--- config.mk ---
export PLATFORM = sky130hd
export DESIGN_NAME = yaw_pitch_camera_orientation
export DESIGN_NICKNAME = d
export VERILOG_FILES = /design/src/hdl/ypc_pkg.sv /design/src/hdl/ypc_angle.sv /design/src/hdl/ypc_cordic.sv /design/src/hdl/yaw_pitch_camera_orientation.sv
export SDC_FILE = /design/constraint.sdc
export NUM_CORES = 2
export LEC_CHECK = 0
export BUFFER_PORTS_ARGS = -buffer_cell sky130_fd_sc_hd__buf_2
export CAP_MARGIN = 15
export CORE_MARGIN = 4
export CORE_UTILIZATION = 50
export DETAILED_ROUTE_END_ITERATION = 10
export PLACE_DENSITY_LB_ADDON = 0.25
export SLEW_MARGIN = 40
export SYNTH_ARGS = -nofsm -noshare
export SYNTH_HDL_FRONTEND = slang
export SYNTH_SLANG_ARGS = --single-unit
--- constraint.sdc ---
create_clock -name clk_i -period 13.2 [get_ports clk_i]
set_input_delay 1.32 -clock clk_i [delete_from_list [all_inputs] [get_ports clk_i]]
set_output_delay 1.32 -clock clk_i [all_outputs]
set_load 0.005 [all_outputs]
--- src/hdl/ypc_pkg.sv ---
// Shared types, constants and helper functions of the yaw/pitch camera orientation block.
`default_nettype none

package ypc_pkg;

  // Design constants
  localparam int ROTATION_STEPS   = 16;
  localparam int VECTOR_FRAC_BITS = 14;

  localparam int OUT_W       = 16;
  localparam int DELTA_W     = 16;
  localparam int SENS_W      = 16;
  localparam int LIMIT_W     = 23;
  localparam int YAW_W       = 25;
  localparam int PITCH_W     = 24;
  localparam int STEP_W      = 25;
  localparam int ANGLE_W     = 26;
  localparam int CORDIC_W    = 34;
  localparam int MUL_W       = 32;
  localparam int PROD_W      = 2 * MUL_W;
  localparam int CFG_IDX_W   = 2;
  localparam int CFG_DATA_W  = 23;
  localparam int TABLE_LEN   = 24;
  localparam int TABLE_IDX_W = $clog2(TABLE_LEN);
  localparam int STEP_CNT_W  = $clog2(ROTATION_STEPS);

  localparam int DROP_ONE = 30 - VECTOR_FRAC_BITS;
  localparam int DROP_TWO = 60 - VECTOR_FRAC_BITS;

  // Register indexes of the configuration port
  localparam logic [CFG_IDX_W-1:0] CFG_SENSITIVITY = 2'd0;
  localparam logic [CFG_IDX_W-1:0] CFG_PITCH_LIMIT = 2'd1;

  localparam logic [SENS_W-1:0]  SENS_RESET  = 16'd3277;
  localparam logic [LIMIT_W-1:0] LIMIT_RESET = 23'd5832704;

  // Angles are held in 1/65536 degree
  localparam logic signed [ANGLE_W-1:0] ANG_FULL    = 26'sd23592960;
  localparam logic signed [ANGLE_W-1:0] ANG_HALF    = 26'sd11796480;
  localparam logic signed [ANGLE_W-1:0] ANG_QUARTER = 26'sd5898240;

  localparam logic signed [CORDIC_W-1:0] CORDIC_GAIN = 34'sd652032874;

  localparam logic signed [ANGLE_W-1:0] ARC_TABLE [TABLE_LEN] = '{
    26'sd2949120, 26'sd1740967, 26'sd919879, 26'sd466945,
    26'sd234379,  26'sd117304,  26'sd58666,  26'sd29335,
    26'sd14668,   26'sd7334,    26'sd3667,   26'sd1833,
    26'sd917,     26'sd458,     26'sd229,    26'sd115,
    26'sd57,      26'sd29,      26'sd14,     26'sd7,
    26'sd4,       26'sd2,       26'sd1,      26'sd0
  };

  typedef enum logic [3:0] {
    ST_IDLE,
    ST_MUL_X,
    ST_MUL_Y,
    ST_UPDATE,
    ST_LOAD_YAW,
    ST_RUN_YAW,
    ST_LOAD_PITCH,
    ST_RUN_PITCH,
    ST_PROD,
    ST_EMIT
  } seq_state_e;

  typedef struct packed {
    logic                      start;
    logic signed [ANGLE_W-1:0] angle;
  } cordic_ctrl_t;

  typedef struct packed {
    logic                       done;
    logic signed [CORDIC_W-1:0] sin_v;
    logic signed [CORDIC_W-1:0] cos_v;
  } cordic_res_t;

  // Angle step: product scaled down by 256, nearest with ties upwards.
  function automatic logic signed [STEP_W-1:0] round_step(input logic signed [PROD_W-1:0] p);
    logic signed [PROD_W-1:0] t;
    t = (p + 64'sd128) >>> 8;
    return t[STEP_W-1:0];
  endfunction

  // Round away the given fraction bits, saturate to plus or minus one, keep 16 bits.
  function automatic logic [OUT_W-1:0] emit_q(input logic signed [PROD_W-1:0] v,
                                              input int drop);
    logic signed [PROD_W-1:0] r;
    logic signed [PROD_W-1:0] one;
    one = 64'sd1 <<< VECTOR_FRAC_BITS;
    r   = v;
    if (drop > 0) begin
      r = (v + (64'sd1 <<< (drop - 1))) >>> drop;
    end
    if (r > one) begin
      r = one;
    end
    if (r < -one) begin
      r = -one;
    end
    return r[OUT_W-1:0];
  endfunction

endpackage

`default_nettype wire

--- src/hdl/ypc_angle.sv ---
// Stored yaw and pitch angles with yaw wrap-around and pitch clamp.
`default_nettype none

module ypc_angle (
  input  wire logic                              clk_i,
  input  wire logic                              rst_ni,
  input  wire logic                              upd_i,
  input  wire logic signed [ypc_pkg::STEP_W-1:0] step_x_i,
  input  wire logic signed [ypc_pkg::STEP_W-1:0] step_y_i,
  input  wire logic [ypc_pkg::LIMIT_W-1:0]       pitch_limit_i,
  output logic [ypc_pkg::YAW_W-1:0]              yaw_o,
  output logic signed [ypc_pkg::PITCH_W-1:0]     pitch_o
);

  logic [ypc_pkg::YAW_W-1:0]                yaw_q, yaw_d;
  logic signed [ypc_pkg::PITCH_W-1:0]       pitch_q, pitch_d;
  logic signed [ypc_pkg::YAW_W+1:0]         yaw_sum;
  logic signed [ypc_pkg::YAW_W+1:0]         full_turn;
  logic signed [ypc_pkg::ANGLE_W-1:0]       pitch_sum;
  logic signed [ypc_pkg::ANGLE_W-1:0]       lim_s;
  logic [ypc_pkg::LIMIT_W-1:0]              lim;

  assign full_turn = (ypc_pkg::YAW_W + 2)'(ypc_pkg::ANG_FULL);
  assign yaw_sum   = $signed({2'b00, yaw_q}) + (ypc_pkg::YAW_W + 2)'(step_x_i);
  assign pitch_sum = ypc_pkg::ANGLE_W'(pitch_q) + ypc_pkg::ANGLE_W'(step_y_i);

  // A limit beyond a quarter turn is held at a quarter turn.
  assign lim   = ($signed({3'b000, pitch_limit_i}) > ypc_pkg::ANG_QUARTER) ?
                 ypc_pkg::LIMIT_W'(ypc_pkg::ANG_QUARTER) : pitch_limit_i;
  assign lim_s = $signed({3'b000, lim});

  always_comb begin
    yaw_d   = yaw_q;
    pitch_d = pitch_q;
    if (upd_i) begin
      // One step is always smaller than a full turn, so one correction suffices.
      if (yaw_sum < 0) begin
        yaw_d = ypc_pkg::YAW_W'(yaw_sum + full_turn);
      end else if (yaw_sum >= full_turn) begin
        yaw_d = ypc_pkg::YAW_W'(yaw_sum - full_turn);
      end else begin
        yaw_d = ypc_pkg::YAW_W'(yaw_sum);
      end
      if (pitch_sum > lim_s) begin
        pitch_d = ypc_pkg::PITCH_W'(lim_s);
      end else if (pitch_sum < -lim_s) begin
        pitch_d = ypc_pkg::PITCH_W'(-lim_s);
      end else begin
        pitch_d = ypc_pkg::PITCH_W'(pitch_sum);
      end
    end
  end

  always_ff @(posedge clk_i or negedge rst_ni) begin
    if (!rst_ni) begin
      yaw_q   <= '0;
      pitch_q <= '0;
    end else begin
      yaw_q   <= yaw_d;
      pitch_q <= pitch_d;
    end
  end

  assign yaw_o   = yaw_q;
  assign pitch_o = pitch_q;

endmodule

`default_nettype wire

--- src/hdl/ypc_cordic.sv ---
// Rotation-mode CORDIC giving sine and cosine, one micro-rotation per cycle.
`default_nettype none

module ypc_cordic (
  input  wire logic                  clk_i,
  input  wire logic                  rst_ni,
  input  wire ypc_pkg::cordic_ctrl_t ctrl_i,
  output ypc_pkg::cordic_res_t       res_o
);

  localparam logic [ypc_pkg::STEP_CNT_W-1:0] LastStep =
    ypc_pkg::STEP_CNT_W'(ypc_pkg::ROTATION_STEPS - 1);

  logic signed [ypc_pkg::CORDIC_W-1:0] x_q, x_d, y_q, y_d, x_sh, y_sh;
  logic signed [ypc_pkg::ANGLE_W-1:0]  a_q, a_d, a_wrap, a_fold, arc;
  logic                                flip_q, flip_d, fold_flip;
  logic [ypc_pkg::STEP_CNT_W-1:0]      cnt_q, cnt_d;
  logic                                busy_q, busy_d, done_q, done_d;

  // Bring the angle into half a turn either side, then into the right half plane.
  always_comb begin
    if (ctrl_i.angle > ypc_pkg::ANG_HALF) begin
      a_wrap = ctrl_i.angle - ypc_pkg::ANG_FULL;
    end else if (ctrl_i.angle <= -ypc_pkg::ANG_HALF) begin
      a_wrap = ctrl_i.angle + ypc_pkg::ANG_FULL;
    end else begin
      a_wrap = ctrl_i.angle;
    end
    fold_flip = 1'b0;
    a_fold    = a_wrap;
    if (a_wrap > ypc_pkg::ANG_QUARTER) begin
      a_fold    = a_wrap - ypc_pkg::ANG_HALF;
      fold_flip = 1'b1;
    end else if (a_wrap < -ypc_pkg::ANG_QUARTER) begin
      a_fold    = a_wrap + ypc_pkg::ANG_HALF;
      fold_flip = 1'b1;
    end
  end

  assign x_sh = x_q >>> cnt_q;
  assign y_sh = y_q >>> cnt_q;
  assign arc  = ypc_pkg::ARC_TABLE[ypc_pkg::TABLE_IDX_W'(cnt_q)];

  always_comb begin
    x_d    = x_q;
    y_d    = y_q;
    a_d    = a_q;
    flip_d = flip_q;
    cnt_d  = cnt_q;
    busy_d = busy_q;
    done_d = 1'b0;
    if (ctrl_i.start) begin
      x_d    = ypc_pkg::CORDIC_GAIN;
      y_d    = '0;
      a_d    = a_fold;
      flip_d = fold_flip;
      cnt_d  = '0;
      busy_d = 1'b1;
    end else if (busy_q) begin
      if (!a_q[ypc_pkg::ANGLE_W-1]) begin
        x_d = x_q - y_sh;
        y_d = y_q + x_sh;
        a_d = a_q - arc;
      end else begin
        x_d = x_q + y_sh;
        y_d = y_q - x_sh;
        a_d = a_q + arc;
      end
      cnt_d = cnt_q + 1'b1;
      if (cnt_q == LastStep) begin
        busy_d = 1'b0;
        done_d = 1'b1;
      end
    end
  end

  always_ff @(posedge clk_i or negedge rst_ni) begin
    if (!rst_ni) begin
      busy_q <= 1'b0;
      done_q <= 1'b0;
      cnt_q  <= '0;
    end else begin
      busy_q <= busy_d;
      done_q <= done_d;
      cnt_q  <= cnt_d;
    end
  end

  always_ff @(posedge clk_i) begin
    x_q    <= x_d;
    y_q    <= y_d;
    a_q    <= a_d;
    flip_q <= flip_d;
  end

  assign res_o.done  = done_q;
  assign res_o.sin_v = flip_q ? -y_q : y_q;
  assign res_o.cos_v = flip_q ? -x_q : x_q;

endmodule

`default_nettype wire

--- src/hdl/yaw_pitch_camera_orientation.sv ---
// Top level: sequencer, shared multiplier and output register of the camera orientation block.
//
//   channel   direction  handshake                  payload
//   in        input      in_valid_i / in_ready_o    mouse_dx_i, mouse_dy_i
//   out       output     out_valid_o / out_ready_i  forward_*, side_*, upward_*
//   cfg       input      cfg_we_i                   cfg_index_i, cfg_data_i
//
// An item passes through two step products on the shared multiplier, one angle update,
// two CORDIC runs, the vector products through the same multiplier and one load of the
// output register.
// in_ready_o is high only while the sequencer is idle. The output register holds a finished
// word while the next item is worked on; the sequencer waits only if that word is still untaken.
// Reset returns the angles to zero and the registers to their defaults.
`default_nettype none

module yaw_pitch_camera_orientation (
  input  wire logic                                  clk_i,
  input  wire logic                                  rst_ni,
  input  wire logic                                  cfg_we_i,
  input  wire logic [ypc_pkg::CFG_IDX_W-1:0]         cfg_index_i,
  input  wire logic [ypc_pkg::CFG_DATA_W-1:0]        cfg_data_i,
  input  wire logic                                  in_valid_i,
  output logic                                       in_ready_o,
  input  wire logic signed [ypc_pkg::DELTA_W-1:0]    mouse_dx_i,
  input  wire logic signed [ypc_pkg::DELTA_W-1:0]    mouse_dy_i,
  output logic                                       out_valid_o,
  input  wire logic                                  out_ready_i,
  output logic signed [ypc_pkg::OUT_W-1:0]           forward_x_o,
  output logic signed [ypc_pkg::OUT_W-1:0]           forward_y_o,
  output logic signed [ypc_pkg::OUT_W-1:0]           forward_z_o,
  output logic signed [ypc_pkg::OUT_W-1:0]           side_x_o,
  output logic signed [ypc_pkg::OUT_W-1:0]           side_z_o,
  output logic signed [ypc_pkg::OUT_W-1:0]           upward_x_o,
  output logic signed [ypc_pkg::OUT_W-1:0]           upward_y_o,
  output logic signed [ypc_pkg::OUT_W-1:0]           upward_z_o
);

  localparam int PcntW = 3;
  localparam logic [PcntW-1:0] PcntLast = 3'd4;

  ypc_pkg::seq_state_e state_q, state_d;

  logic [ypc_pkg::SENS_W-1:0]           sens_q;
  logic [ypc_pkg::LIMIT_W-1:0]          limit_q;
  logic signed [ypc_pkg::DELTA_W-1:0]   dx_q, dy_q;
  logic signed [ypc_pkg::MUL_W-1:0]     mul_a, mul_b;
  logic signed [ypc_pkg::PROD_W-1:0]    prod_q;
  logic signed [ypc_pkg::STEP_W-1:0]    step_x_q, step_y;
  logic signed [ypc_pkg::CORDIC_W-1:0]  sy_q, cy_q;
  logic [PcntW-1:0]                     pcnt_q;
  logic [ypc_pkg::OUT_W-1:0]            fx_q, fz_q, ux_q, uz_q, emit_v;
  logic                                 out_valid_q, can_load;
  logic [ypc_pkg::YAW_W-1:0]            yaw;
  logic signed [ypc_pkg::PITCH_W-1:0]   pitch;

  // Sequencer controls
  logic accept, angle_upd, cap_yaw, load_out, in_ready;
  ypc_pkg::cordic_ctrl_t cordic_ctrl;
  ypc_pkg::cordic_res_t  cordic_res;

  assign can_load = !out_valid_q || out_ready_i;
  assign accept   = in_valid_i && in_ready;

  // Next state
  always_comb begin
    state_d = state_q;
    unique case (state_q)
      ypc_pkg::ST_IDLE:       if (in_valid_i) state_d = ypc_pkg::ST_MUL_X;
      ypc_pkg::ST_MUL_X:      state_d = ypc_pkg::ST_MUL_Y;
      ypc_pkg::ST_MUL_Y:      state_d = ypc_pkg::ST_UPDATE;
      ypc_pkg::ST_UPDATE:     state_d = ypc_pkg::ST_LOAD_YAW;
      ypc_pkg::ST_LOAD_YAW:   state_d = ypc_pkg::ST_RUN_YAW;
      ypc_pkg::ST_RUN_YAW:    if (cordic_res.done) state_d = ypc_pkg::ST_LOAD_PITCH;
      ypc_pkg::ST_LOAD_PITCH: state_d = ypc_pkg::ST_RUN_PITCH;
      ypc_pkg::ST_RUN_PITCH:  if (cordic_res.done) state_d = ypc_pkg::ST_PROD;
      ypc_pkg::ST_PROD:       if (pcnt_q == PcntLast) state_d = ypc_pkg::ST_EMIT;
      ypc_pkg::ST_EMIT:       if (can_load) state_d = ypc_pkg::ST_IDLE;
      default:                state_d = ypc_pkg::ST_IDLE;
    endcase
  end

  // Control outputs
  always_comb begin
    in_ready          = 1'b0;
    angle_upd         = 1'b0;
    cap_yaw           = 1'b0;
    load_out          = 1'b0;
    cordic_ctrl.start = 1'b0;
    cordic_ctrl.angle = $signed({1'b0, yaw});
    unique case (state_q)
      ypc_pkg::ST_IDLE:       in_ready = 1'b1;
      ypc_pkg::ST_UPDATE:     angle_upd = 1'b1;
      ypc_pkg::ST_LOAD_YAW:   cordic_ctrl.start = 1'b1;
      ypc_pkg::ST_RUN_YAW:    cap_yaw = cordic_res.done;
      ypc_pkg::ST_LOAD_PITCH: begin
        cordic_ctrl.start = 1'b1;
        cordic_ctrl.angle = ypc_pkg::ANGLE_W'(pitch);
      end
      ypc_pkg::ST_EMIT:       load_out = can_load;
      default: ;
    endcase
  end

  // Operands of the shared multiplier
  always_comb begin
    mul_a = '0;
    mul_b = '0;
    unique case (state_q)
      ypc_pkg::ST_MUL_X: begin
        mul_a = ypc_pkg::MUL_W'(dx_q);
        mul_b = $signed({16'b0, sens_q});
      end
      ypc_pkg::ST_MUL_Y: begin
        mul_a = ypc_pkg::MUL_W'(dy_q);
        mul_b = $signed({16'b0, sens_q});
      end
      ypc_pkg::ST_PROD: begin
        unique case (pcnt_q)
          3'd0: begin
            mul_a = cy_q[ypc_pkg::MUL_W-1:0];
            mul_b = cordic_res.cos_v[ypc_pkg::MUL_W-1:0];
          end
          3'd1: begin
            mul_a = sy_q[ypc_pkg::MUL_W-1:0];
            mul_b = cordic_res.cos_v[ypc_pkg::MUL_W-1:0];
          end
          3'd2: begin
            mul_a = cy_q[ypc_pkg::MUL_W-1:0];
            mul_b = cordic_res.sin_v[ypc_pkg::MUL_W-1:0];
          end
          3'd3: begin
            mul_a = sy_q[ypc_pkg::MUL_W-1:0];
            mul_b = cordic_res.sin_v[ypc_pkg::MUL_W-1:0];
          end
          default: ;
        endcase
      end
      default: ;
    endcase
  end

  assign step_y = ypc_pkg::round_step(prod_q);

  // Up vector products are negated before rounding, as the cross product asks.
  assign emit_v = (pcnt_q == 3'd3 || pcnt_q == 3'd4) ?
                  ypc_pkg::emit_q(-prod_q, ypc_pkg::DROP_TWO) :
                  ypc_pkg::emit_q(prod_q, ypc_pkg::DROP_TWO);

  always_ff @(posedge clk_i or negedge rst_ni) begin
    if (!rst_ni) begin
      state_q     <= ypc_pkg::ST_IDLE;
      sens_q      <= ypc_pkg::SENS_RESET;
      limit_q     <= ypc_pkg::LIMIT_RESET;
      out_valid_q <= 1'b0;
      pcnt_q      <= '0;
    end else begin
      state_q <= state_d;
      if (cfg_we_i) begin
        if (cfg_index_i == ypc_pkg::CFG_SENSITIVITY) begin
          sens_q <= cfg_data_i[ypc_pkg::SENS_W-1:0];
        end else if (cfg_index_i == ypc_pkg::CFG_PITCH_LIMIT) begin
          limit_q <= cfg_data_i;
        end
      end
      if (load_out) begin
        out_valid_q <= 1'b1;
      end else if (out_ready_i) begin
        out_valid_q <= 1'b0;
      end
      if (state_q == ypc_pkg::ST_PROD) begin
        pcnt_q <= pcnt_q + 1'b1;
      end else begin
        pcnt_q <= '0;
      end
    end
  end

  always_ff @(posedge clk_i) begin
    prod_q <= mul_a * mul_b;
    if (accept) begin
      dx_q <= mouse_dx_i;
      dy_q <= mouse_dy_i;
    end
    if (state_q == ypc_pkg::ST_MUL_Y) begin
      step_x_q <= ypc_pkg::round_step(prod_q);
    end
    if (cap_yaw) begin
      sy_q <= cordic_res.sin_v;
      cy_q <= cordic_res.cos_v;
    end
    if (state_q == ypc_pkg::ST_PROD) begin
      unique case (pcnt_q)
        3'd1:    fx_q <= emit_v;
        3'd2:    fz_q <= emit_v;
        3'd3:    ux_q <= emit_v;
        3'd4:    uz_q <= emit_v;
        default: ;
      endcase
    end
    if (load_out) begin
      forward_x_o <= fx_q;
      forward_z_o <= fz_q;
      upward_x_o  <= ux_q;
      upward_z_o  <= uz_q;
      forward_y_o <= ypc_pkg::emit_q(ypc_pkg::PROD_W'(cordic_res.sin_v), ypc_pkg::DROP_ONE);
      upward_y_o  <= ypc_pkg::emit_q(ypc_pkg::PROD_W'(cordic_res.cos_v), ypc_pkg::DROP_ONE);
      side_x_o    <= ypc_pkg::emit_q(-ypc_pkg::PROD_W'(sy_q), ypc_pkg::DROP_ONE);
      side_z_o    <= ypc_pkg::emit_q(ypc_pkg::PROD_W'(cy_q), ypc_pkg::DROP_ONE);
    end
  end

  ypc_angle u_angle (
    .clk_i         (clk_i),
    .rst_ni        (rst_ni),
    .upd_i         (angle_upd),
    .step_x_i      (step_x_q),
    .step_y_i      (step_y),
    .pitch_limit_i (limit_q),
    .yaw_o         (yaw),
    .pitch_o       (pitch)
  );

  ypc_cordic u_cordic (
    .clk_i  (clk_i),
    .rst_ni (rst_ni),
    .ctrl_i (cordic_ctrl),
    .res_o  (cordic_res)
  );

  assign in_ready_o  = in_ready;
  assign out_valid_o = out_valid_q;

endmodule

`default_nettype wire

==> results.json <==
{
  "syn_area_um2": 77000,
  "routed_wl_um": 256000,
  "p_switching_mw": 13.3,
  "p_int_mw": 10.6,
  "finalNetCount": 10100,
  "crit_path_top_delay_cell": "a211oi_1",
  "total_leakage_power_nw": 38.1,
  "dieArea_um2": 160000,
  "synthSimpleGateAreaFrac_pct": 15.1,
  "dp_cells": 10500,
  "grt_pass1_vias": 63400,
  "core_um2": 152000,
  "rsz0062_at_grt": "no",
  "die_w_um": 400,
  "cts_resized": 0,
  "grt_overflow": 0,
  "drive_gt1_share_pct": 9.40,
  "ctsHoldBuffers": 0,
  "synth_area_leaders": "fa_1 28%, edfxtp_1 13%, inv_1 6.8%",
  "hp-class": "reg -> reg",
  "synthFlopType": "edfxtp_1",
  "synth_compound_area_share_pct": 11.0,
  "wl_met1_um": 105000,
  "tritoncts": "yes",
  "crit_fanout": 21,
  "wl_met2_um": 112000,
  "finalSetupViolations": 0,
  "cp.arrival_ns": 12.87,
  "clockBufferDepth": 3,
  "final_cells": 10700,
  "yosys.area.top_type": "fa_1",
  "clk_pin_slew_ns": 0.06,
  "clock_latency_ns": 0.69,
  "route.met3.wl_um": 26200,
  "pwr-share-comb_pct": 77.9,
  "fp.dieH_um": 400,
  "synth_xor_xnor_area_share_pct": 4.90,
  "ys_ff_latch": 578,
  "finClkSkew_ns": 0.0373,
  "initial_core_util_pct": 50.5,
  "htreeDepth": 3,
  "antenna_left": 0,
  "synth_fa_ha_area_share_pct": 34.9,
  "clock_power_share_pct": 8.5,
  "endpoint_kind": "flop",
  "grt_max_degree": 84,
  "nFillCells": 13800,
  "synthDistinctLibCells": 92,
  "worst_pin_slew_ns": 0.924,
  "vias": 63100,
  "grt_first_pass_wirelength_um": 389000,
  "switching_share_pct": 55.6,
  "fmax_ghz": 0.0811,
  "synthCells": 8542,
  "io_pins": 192,
  "layout_commonest_cell": "inv_1",
  "hpwl_um": 205000,
  "synth-edff-count": 344,
  "critPathMaxStageDelay_ns": 0.73,
  "powerDensity_nw_per_um2": 287,
  "cts_root_buffer": "clkbuf_16",
  "ys_warn_count": 0,
  "syn2layout_area_growth_pct": 8.07,
  "synth_nets": 10100,
  "top_layer": "met5",
  "multi_input_area_um2": 54900,
  "dr.pass1.iters": 6,
  "wire_per_inst_um": 24.0,
  "finalHoldViolCount": 0,
  "grt_usage_pct": 31.6,
  "slew_viol_final": 0,
  "regArea_um2": 15600,
  "drc": 0,
  "status": "finished clean",
  "clock-sinks": 578,
  "first_iter_violations": 6669,
  "post-route-period-util_pct": 93.4,
  "synth_top_family_by_area": "adder cells",
  "finalCriticalPeriod_ns": 12.33,
  "numCtsBuffers": 69,
  "final_cell_mix": "1391 x inv_1, 1087 x fa_1, 1003 x nand2_1",
  "crit_required_ns": 13.74,
  "cap_violations": 0,
  "postCtsSetupBuffers": 0,
  "slew_headroom_pct": 38.4,
  "grt_antenna_before_repair": 8,
  "yosysSeqAreaShare_pct": 20.2,
  "ir_worst_vdd_mv": 0.152,
  "muxShareOfSynthArea_pct": 4.98,
  "row_count": 143,
  "path_class": "reg -> reg",
  "setup_tns_ns": 0,
  "cp_common_cell": "fa_1",
  "seqPwrFrac_pct": 13.6,
  "routabilityCongestion": 1.01,
  "avgSynthCellArea_um2": 9.01,
  "viasPerCell": 5.92,
  "synthDominantCellAreaShare_pct": 28.3,
  "ys_async_sr_fraction_pct": 17.6,
  "cp-start-kind": "flop",
  "portBuffers": 191
}
==> worst paths after layout <==
path	from	slack [ns]	cells past startpoint	end
worst min-delay path	fx_q[2]$_DFFE_PP_	0.42	0	forward_x_o[2]$_DFFE_PP_
worst max register to register	u_cordic.y_q[10]$_SDFFE_PN0P_	0.87	34	prod_q[63]$_DFF_P_
max in group asynchronous	rst_ni	11.48	2	state_q[1]$_DFFE_PN0P_
worst max-delay path	u_cordic.y_q[10]$_SDFFE_PN0P_	0.87	34	prod_q[63]$_DFF_P_
worst min register to register	fx_q[2]$_DFFE_PP_	0.42	0	forward_x_o[2]$_DFFE_PP_
min in group asynchronous	rst_ni	0.63	1	u_angle.pitch_o[11]$_DFFE_PN0P_
==> flip-flops by register name, indices dropped and copies added (netlist names), 23 cells and up <==
signal and count:
cy_q 34, u_angle.yaw_o 25, sy_q 34, u_cordic.a_q 26, limit_q 23, u_cordic.x_q 34, step_x_q 25, prod_q 64
u_cordic.y_q 34, u_angle.pitch_o 24
==> cell families (layout without fill, tap and decap cells) <==
group / Yosys count / after routing
flops: 578 / 578
buf+inv: 1832 / 1917
other cells: 0 / 7
fa+ha+maj: 1493 / 1493
mux: 272 / 272
compound gates: 1313 / 1313
xor+xnor: 431 / 431
simple gates: 2623 / 2623
==> through the flow <==
stage                     hold WS (ns)  utilization [%]  power [mW]  cell area [um^2]  worst slack (ns)
after floorplan                  0.400                -        15.8             77000              2.70
after global placement           0.402             52.8        21.1             80500              1.08
after detailed placement         0.405             52.9        21.4             80700              1.03
after CTS                        0.419             54.5        23.6             83100             0.954
after global routing             0.425             54.6        25.8             83200             0.388
final                            0.417             54.6        23.9             83200             0.872
==> metal layers <==
layer	global-route usage, %	up-vias
met4	12.9	6
met1	43.4	31500
met5	0	-
met3	7.45	595
li1	-	27900
met2	48.5	3160
==> power groups by stage <==
stage / Combinational (mW) / Sequential [mW] / Clock, mW
global placement: 17.8 / 3.27 / 0
detailed placement: 18.2 / 3.26 / 0
finish: 18.6 / 3.25 / 2.02
global route: 20.4 / 3.29 / 2.13
CTS: 18.3 / 3.22 / 2.06
floorplan: 13.0 / 2.84 / 0
==> Yosys cell counts, types with 17 or more instances <==
cell and number:
a211oi_1 50, a21boi_0 17, a21o_1 95, a21oi_1 332
a221oi_1 21, a22oi_1 47, a31oi_1 71, and2_1 70
and3_1 64, buf_1 44, clkbuf_1 372, dfrtp_1 91
dfxtp_1 132, edfxtp_1 344, fa_1 1087, ha_1 406
inv_1 1393, mux2_2 68, mux2i_1 122, mux4_2 82
nand2_1 1006, nand2b_1 58, nand3_1 122, nand4_1 48
nor2_1 864, nor2b_1 62, nor3_1 128, nor4_1 53
o211ai_1 24, o21a_1 81, o21ai_0 270, o21ai_1 33
o21bai_1 32, o22ai_1 18, o31ai_1 45, o41ai_1 23
or2_2 35, or3_1 30, or4_1 28, xnor2_1 296
xor2_1 135
==> worst max-delay path, delay by kind of cell (launching register included) <==
kind                       cells  cell delay (ns)
AOI/OAI and AO/OA             12             3.49
xor gates and xnor gates       2             0.61
adders and majority gates      9             4.37
buffers and inverters          5             0.63
DFF                            1             0.46
and+or+nand+nor                6             2.59
==> final cells by class <==
type,instances,area share [%]
tap,2030,3.05
clock buffer,76,2.17
timing repair buffer,388,2.99
sequential,578,18.7
multi-input combinational,6132,66.0
antenna,7,0.0211
clock inverter,52,0.746
inverter,1401,6.32
(Power assumes the default switching activity.)
